**config.mk**
```make
export PLATFORM = sky130hd
export DESIGN_NAME = sequence_reorder_buffer_unit
export DESIGN_NICKNAME = d
export VERILOG_FILES = /design/src/rtl/sro_pkg.sv /design/src/rtl/sro_slot_mem.sv /design/src/rtl/sequence_reorder_buffer_unit.sv
export SDC_FILE = /design/constraint.sdc
export NUM_CORES = 1
export LEC_CHECK = 0
export CORE_ASPECT_RATIO = 1.5
export CORE_MARGIN = 2
export CORE_UTILIZATION = 50
export DETAILED_ROUTE_END_ITERATION = 6
export DONT_BUFFER_PORTS = 1
export HOLD_SLACK_MARGIN = 0.08
export PLACE_DENSITY = 0.65
export SLEW_MARGIN = 25
export SYNTH_ARGS = -nofsm -noshare
export SYNTH_HDL_FRONTEND = slang
export SYNTH_SLANG_ARGS = --single-unit
```
**constraint.sdc**
```tcl
create_clock -name clk -period 7.95 [get_ports clk]
set_clock_uncertainty 0.05 [all_clocks]
set_input_delay 1.1925 -clock clk [delete_from_list [all_inputs] [get_ports clk]]
set_output_delay 1.1925 -clock clk [all_outputs]
set_load 0.01 [all_outputs]
```
**src/rtl/sro_pkg.sv**
```systemverilog
`timescale 1ns / 1ps

package sro_pkg;

  localparam int SeqW              = 32;
  localparam int HandleW           = 16;
  localparam int SroWindow         = 32;
  localparam int SroHandleBits     = 16;

  typedef enum logic [1:0] {
    ST_DELIVERED = 2'd0,
    ST_DUPLICATE = 2'd1,
    ST_HELD      = 2'd2,
    ST_BEYOND    = 2'd3
  } status_t;

  typedef enum logic [2:0] {
    S_CLEAR,
    S_IDLE,
    S_CHECK,
    S_ADV,
    S_DRAIN
  } state_t;

  typedef struct packed {
    logic [SeqW-1:0]    seq_number;
    logic [HandleW-1:0] handle;
  } in_item_t;

  typedef struct packed {
    logic [HandleW-1:0] out_handle;
    logic [SeqW-1:0]    out_seq_number;
    status_t            status;
    logic               last;
  } out_item_t;

endpackage

```
**src/rtl/sro_slot_mem.sv**
```systemverilog
`timescale 1ns / 1ps

module sro_slot_mem #(
  parameter int DEPTH  = 32,
  parameter int DATA_W = 17
) (
  input  logic                     clk,
  input  logic                     we,
  input  logic [$clog2(DEPTH)-1:0] waddr,
  input  logic [DATA_W-1:0]        wdata,
  input  logic                     re,
  input  logic [$clog2(DEPTH)-1:0] raddr,
  output logic [DATA_W-1:0]        rdata
);

  logic [DATA_W-1:0] mem [DEPTH];
  logic [DATA_W-1:0] rdata_r;

  always_ff @(posedge clk) begin
    if (we) begin
      mem[waddr] <= wdata;
    end
  end

  always_ff @(posedge clk) begin
    if (re) begin
      rdata_r <= mem[raddr];
    end
  end

  assign rdata = rdata_r;

endmodule

```
**src/rtl/sequence_reorder_buffer_unit.sv**
```systemverilog
`timescale 1ns / 1ps
// Channel   Ports                         Handshake
// input     in_item (seq_number, handle)  taken when start && !busy
// result    out_item (handle, seq, ...)   out_valid strobe, one cycle each
//
// Out-of-order, duplicate and beyond-window items: one result each.
// In-order item: its own result first, then one result
// per drained held entry (one slot memory read per cycle, 32-bit adder shared
// between the distance check and the expected-number increment).
// After reset the slot store is swept clear, with busy high.
// The receiver cannot stall; each result shows for exactly one cycle.

module sequence_reorder_buffer_unit
  import sro_pkg::*;
#(
  parameter int WINDOW      = SroWindow,
  parameter int HANDLE_BITS = SroHandleBits
) (
  input  logic      clk,
  input  logic      rst_n,
  input  logic      start,
  output logic      busy,
  input  in_item_t  in_item,
  output logic      out_valid,
  output out_item_t out_item
);

  localparam int IW = $clog2(WINDOW);
  localparam int SW = (HANDLE_BITS < HandleW) ? HANDLE_BITS : HandleW;
  localparam int MW = SW + 1;

  state_t            state_r, state_nxt;
  logic [SeqW-1:0]   ne_r, ne_nxt;
  logic [IW-1:0]     head_r, head_nxt;
  logic [IW-1:0]     clr_r, clr_nxt;
  logic [IW:0]       cnt_r, cnt_nxt;
  in_item_t          req_r, req_nxt;
  logic [SeqW-1:0]   pend_seq_r, pend_seq_nxt;
  logic [SW-1:0]     pend_h_r, pend_h_nxt;
  logic              out_valid_r, out_valid_nxt;
  out_item_t         out_item_r, out_item_nxt;

  // shared adder
  logic [SeqW-1:0]   op_a, op_b;
  logic [SeqW:0]     sum;

  logic              mem_we, mem_re;
  logic [IW-1:0]     mem_waddr, mem_raddr;
  logic [MW-1:0]     mem_wdata, mem_rdata;

  logic [SW-1:0]     req_h;
  logic [SeqW-1:0]   seq_gap;
  logic              is_dup;
  logic [IW:0]       slot_sum;
  logic [IW-1:0]     slot_idx;
  logic [IW-1:0]     head_inc;
  logic              more;

  sro_slot_mem #(
    .DEPTH  (WINDOW),
    .DATA_W (MW)
  ) u_slots (
    .clk   (clk),
    .we    (mem_we),
    .waddr (mem_waddr),
    .wdata (mem_wdata),
    .re    (mem_re),
    .raddr (mem_raddr),
    .rdata (mem_rdata)
  );

  always_comb begin
    if (state_r == S_CHECK) begin
      op_a = req_r.seq_number;
      op_b = ~ne_r;
    end else begin
      op_a = ne_r;
      op_b = '0;
    end
    sum = {1'b0, op_a} + {1'b0, op_b} + (SeqW+1)'(1);
  end

  assign req_h    = req_r.handle[SW-1:0];
  assign seq_gap  = sum[SeqW-1:0];
  assign is_dup   = !sum[SeqW];
  assign slot_sum = (IW+1)'(head_r) + (IW+1)'(seq_gap[IW-1:0]);
  assign slot_idx = (slot_sum >= (IW+1)'(WINDOW)) ? IW'(slot_sum - (IW+1)'(WINDOW))
                                                  : IW'(slot_sum);
  // expected number wrapping to zero restarts the slot index at zero
  assign head_inc = (sum[SeqW-1:0] == '0 || head_r == IW'(WINDOW - 1)) ? '0
                                                                       : head_r + 1'b1;
  // no held entry can outlive a wrap of the expected number
  assign more     = mem_rdata[MW-1] && (cnt_r < (IW+1)'(WINDOW)) && (ne_r != '0);

  always_comb begin
    state_nxt     = state_r;
    ne_nxt        = ne_r;
    head_nxt      = head_r;
    clr_nxt       = clr_r;
    cnt_nxt       = cnt_r;
    req_nxt       = req_r;
    pend_seq_nxt  = pend_seq_r;
    pend_h_nxt    = pend_h_r;
    out_valid_nxt = 1'b0;
    out_item_nxt  = out_item_r;
    mem_we        = 1'b0;
    mem_waddr     = head_r;
    mem_wdata     = '0;
    mem_re        = 1'b0;
    mem_raddr     = head_inc;

    case (state_r)
      S_CLEAR: begin
        mem_we    = 1'b1;
        mem_waddr = clr_r;
        clr_nxt   = clr_r + 1'b1;
        if (clr_r == IW'(WINDOW - 1)) begin
          state_nxt = S_IDLE;
        end
      end
      S_IDLE: begin
        if (start) begin
          req_nxt   = in_item;
          state_nxt = S_CHECK;
        end
      end
      S_CHECK: begin
        out_item_nxt.out_handle     = HandleW'(req_h);
        out_item_nxt.out_seq_number = req_r.seq_number;
        out_item_nxt.last           = 1'b1;
        out_item_nxt.status         = ST_DUPLICATE;
        if (is_dup) begin
          out_valid_nxt = 1'b1;
          state_nxt     = S_IDLE;
        end else if (seq_gap == '0) begin
          pend_seq_nxt = req_r.seq_number;
          pend_h_nxt   = req_h;
          cnt_nxt      = (IW+1)'(1);
          state_nxt    = S_ADV;
        end else if (seq_gap >= SeqW'(WINDOW)) begin
          out_item_nxt.status = ST_BEYOND;
          out_valid_nxt       = 1'b1;
          state_nxt           = S_IDLE;
        end else begin
          mem_we              = 1'b1;
          mem_waddr           = slot_idx;
          mem_wdata           = {1'b1, req_h};
          out_item_nxt.status = ST_HELD;
          out_valid_nxt       = 1'b1;
          state_nxt           = S_IDLE;
        end
      end
      S_ADV: begin
        ne_nxt    = sum[SeqW-1:0];
        head_nxt  = head_inc;
        mem_re    = 1'b1;
        state_nxt = S_DRAIN;
      end
      S_DRAIN: begin
        // read data here belongs to the slot at head_r
        out_valid_nxt               = 1'b1;
        out_item_nxt.out_handle     = HandleW'(pend_h_r);
        out_item_nxt.out_seq_number = pend_seq_r;
        out_item_nxt.status         = ST_DELIVERED;
        out_item_nxt.last           = !more;
        if (more) begin
          pend_seq_nxt = ne_r;
          pend_h_nxt   = mem_rdata[SW-1:0];
          mem_we       = 1'b1;
          ne_nxt       = sum[SeqW-1:0];
          head_nxt     = head_inc;
          mem_re       = 1'b1;
          cnt_nxt      = cnt_r + 1'b1;
        end else begin
          state_nxt = S_IDLE;
        end
      end
      default: begin
        state_nxt = S_IDLE;
      end
    endcase
  end

  always_ff @(posedge clk) begin
    if (!rst_n) begin
      state_r     <= S_CLEAR;
      ne_r        <= '0;
      head_r      <= '0;
      clr_r       <= '0;
      cnt_r       <= '0;
      out_valid_r <= 1'b0;
    end else begin
      state_r     <= state_nxt;
      ne_r        <= ne_nxt;
      head_r      <= head_nxt;
      clr_r       <= clr_nxt;
      cnt_r       <= cnt_nxt;
      out_valid_r <= out_valid_nxt;
    end
  end

  always_ff @(posedge clk) begin
    req_r      <= req_nxt;
    pend_seq_r <= pend_seq_nxt;
    pend_h_r   <= pend_h_nxt;
    out_item_r <= out_item_nxt;
  end

  assign busy      = (state_r != S_IDLE);
  assign out_valid = out_valid_r;
  assign out_item  = out_item_r;

  a_out_from_work: assert property (@(posedge clk) disable iff (!rst_n)
    out_valid |-> ($past(state_r) == S_CHECK || $past(state_r) == S_DRAIN))
    else $error("result strobe without a working state");

  a_accept_to_check: assert property (@(posedge clk) disable iff (!rst_n)
    (start && !busy) |=> (state_r == S_CHECK))
    else $error("accepted item did not enter check");

  a_single_is_last: assert property (@(posedge clk) disable iff (!rst_n)
    (out_valid && out_item.status != ST_DELIVERED) |-> out_item.last)
    else $error("non-delivery result not marked last");

  a_idle_holds_expected: assert property (@(posedge clk) disable iff (!rst_n)
    (state_r == S_IDLE) |=> $stable(ne_r))
    else $error("expected number moved while idle");

endmodule
```
==> summary.txt <==
Yosys
  – Syn Nets: 2609
  – Ys async rst share: 0%
  – Top-count cell post-synth: edfxtp_1
  – Sequential area share after synthesis: roughly 68%
  – Yosys top cell by area: edfxtp_1
  – Library cells used by synthesis: 80
  – Avg Inst Size Synth: 13.02 µm²
  – Ranking of synthesized cells by area: edfxtp_1 (65%), nand2_1 (5.4%), dfxtp_1 (3.2%)
  – Syn Inst Count: approximately 2500
  – Synthesized flop and latch total: 760
  – Post-synth top area share: roughly two thirds
  – Top cells by count, synth: edfxtp_1 (708), nand2_1 (469), nor2_1 (147), o21ai_0 (145), a21oi_1 (105)
  – YS warnings: 0
  – Number of synthesized flops with an enable pin: around 700
  – Synthesized area: around 33000 µm²
  – Main synth FF type: edfxtp_1

Pwr
  – Clock power share: roughly 44%
  – Pint: approximately 6.4 mW
  – Pwr Density: around 220 nW/µm²
  – Worst IR drop on VDD: approximately 0.19 mV
  – Switch Pwr: 1.583 mW
  – Comb pwr share: between 1 and 1.5%
  – Switching Share: between 10% and 20%
  – LEAKAGE: between 10 and 15 nW
  – Seq pwr share: between 50% and 60%

Floorplanning
  – Initial Utilization: around 51%
  – Die width: 213.0 µm
  – Die area: ~68000 µm²
  – Die height: between 300 and 400 µm
  – I/O pin cnt: about 100
  – Core box area: approximately 65000 µm²
  – Rows: between 100 and 150

Setup path
  – Largest stage delay, worst path: ~1000 ps
  – CP max FO: 42
  – Crit path top cell by count: nand2_1
  – CP Data Required Time: roughly 8400 ps
  – WP depth: 21
  – CP arrival: approximately 8000 ps
  – CP bufs+invs: 5
  – Critical Path Source Type: flop
  – Slowest library cell on the worst path: a2111oi_0
  – Crit Path Class: flop to flop
  – Delay-heaviest family, CP: compound AO/OA/AOI/OAI gates
  – Reg2Reg Depth: 21
  – Worst-path cell chain: inv_1 > nor2_4 > buf_12 > nand2_1 > nand2_1 > ha_1 > a21oi_1 > o21ai_1 > buf_4 > o41ai_1 > a211oi_1 > or3_1 > a2111oi_0 > and4_1 > a41oi_2 > buf_4 > o21ai_4 > buf_12 > nand2_1 > a2111oi_0 > o22a_1
  – Worst Setup End Kind: flop

Route
  – DR vias: 21130
  – Per-cell routed wire length: around 27 µm
  – Post-route ant nets: 0
  – Initial DRC Count: around 2000
  – DRC viols: 0
  – Final WL: ~95 mm
  – Via density: between 6 and 7
  – Drt pass-1 iters: 5

Clock network
  – Post-CTS sizing: 0
  – Sinks on the clock net: 760
  – CTS root buffer: clkbuf_16
  – CTS clock-pin slew for the worst setup and hold paths: 70 ps
  – Clock Path Buffers: 3
  – CTS tree: built
  – Number of buffers created by CTS: 73
  – H-tree levels: 3
  – Post-CTS Setup Bufs: 0
  – Hold buffer count at cts: 0
  – Clock Latency Late Sink: between 600 and 700 ps

GRT
  – Met3 Use GR: a little under 4%
  – Total track usage: between 20% and 30%
  – GRT met1 Usage: between 20% and 30%
  – Routing usage on met2: 51.97%
  – Vias in the first global route: between 20000 and 25000
  – GRT busiest layer: met2
  – First-pass GRT wire length: roughly 140 mm
  – Initial antenna violation count: 3
  – Overflow after GRT: 0
  – Largest net degree at the start of global routing: between 100 and 150

Run status
  – Status: complete, no violations

Hold path
  – Hold path cells: 2
  – Min-delay worst type: flop to flop

Layout
  – Area grow syn2layout: 11.71%
  – # fillers: ~5200
  – Final nets: roughly 2600
  – Share of cells above drive strength 1: 10.52%

Job
  – Total of max-cap violations: 0

Place
  – Port-buffer cells: 0
  – Dpl hpwl: between 60 and 70 mm
  – Gpl congestion: slightly above 1

STA
  – Fin Hold WS: 467.7 ps
  – RSZ-0062 raised after global routing: no
  – Setup TNS: 0 ps
  – Tcrit/Tclk final: 95.09%
  – Relative slew slack: between 20% and 30%
  – Fmax: around 0.13 GHz
  – Worst-Margin Slew: 1155 ps
  – Final Hold Violating Endpoints: 0
  – Final Max Slew Viols: 0
  – Minimum clock period: approximately 7600 ps
  – Final setup fails: 0
cell families (layout without fill, tap and decap cells):
kind of cell | Yosys count | after routing | synth area share [%]
AND/OR/NAND/NOR | 854 | 854 | 11.41
flip-flops | 760 | 760 | 68.08
AO/OA/AOI/OAI | 533 | 533 | 10.68
buffers and inverters | 157 | 247 | 1.860
multiplexers | 140 | 140 | 5.538
adder cells (fa/ha/maj) | 43 | 43 | 1.688
XOR/XNOR | 28 | 28 | 0.7486
other | 0 | 2 | 0
state kept, by name, summed over array words and instances (netlist names):
register,flops
u_slots.mem,544
out_item,51
ne_r,32
pend_seq_r,32
req_r,32
u_slots.rdata,17
pend_h_r,16
req_h,16
cnt_r,6
clr_r,5
head_r,5
state_r,3
out_valid,1
metal layers:
| layer | part of all wire, % | up-vias |
|---|---|---|
| li1 | - | 9601 |
| met1 | 34 | 10500 |
| met2 | 54 | 789 |
| met3 | 4.8 | 240 |
| met4 | 7.4 | 2 |
| met5 | 0.014 | - |
stage by stage:
stage               util (%)  instances  power (mW)  area, µm²  worst slack (ps)
finish                 56.63       3477       7.960      36590             390.5
global route           56.63       3477       8.155      36590             23.62
CTS                    56.62       3475       8.018      36590             533.3
detailed placement     52.90       3345       4.529      34180             620.8
global placement       52.88       3345       4.525      34170             761.7
floorplan                  -       2515       4.488      32760              1242
worst min-delay path, delay by kind of cell (launching register included):
kind / cells / cell delay [ps]
flip-flops: 1 / 320
AND/OR/NAND/NOR: 2 / 100
placed cells by master, fill, tap and decap left out, types with 9 or more instances in the layout:
cell type    n
nand2_1    466
a21oi_1    104
o21ai_0    145
xnor2_1     19
clkbuf_1    12
clkbuf_16   76
a21boi_0    28
o22ai_1     15
and2_1      27
a211o_1     12
nor3_1      28
mux2_2       9
and3_1      24
o211a_1      9
mux2i_1     98
or3_1       19
o31ai_1     19
mux4_2      32
nor2_1     146
nand4_1     17
dfxtp_1     51
a2bb2oi_1   13
a22oi_1     17
ha_1        40
o211ai_1    17
nand3_1     69
buf_4       88
inv_1       23
clkinv_1    13
nor4_1      16
edfxtp_1   708
a211oi_1    39
a31oi_1     25
final timing paths:
kind | from | end | slack [ps]
max | state_r[1] | u_slots.rdata[1] | 390
min | pend_seq_r[16] | out_item[19] | 470
max reg2reg | state_r[1] | u_slots.rdata[1] | 390
min reg2reg | pend_seq_r[16] | out_item[19] | 470
power groups by stage:
stage / combinational [mW] / clock (mW) / sequential, mW
after global placement: 0.0841 / 0 / 4.44
after detailed placement: 0.0857 / 0 / 4.44
after CTS: 0.0863 / 3.57 / 4.36
final: 0.0865 / 3.52 / 4.36
after floorplan: 0.0476 / 0 / 4.44
after global routing: 0.0907 / 3.71 / 4.36
cell type report:
type | count | area (µm²) | share of cell area (%)
Timing Repair Buffer | 93 | 760.7 | 2.079
Antenna cell | 2 | 5.005 | 0.01368
Clock buffer | 89 | 1961 | 5.358
Sequential cell | 760 | 22310 | 60.95
Inverter | 24 | 90.09 | 0.2462
Clock inverter | 41 | 446.7 | 1.221
Tap cell | 870 | 1089 | 2.975
Multi-Input combinational cell | 1598 | 9937 | 27.15
Note: power is estimated with default switching activity, not from simulation.
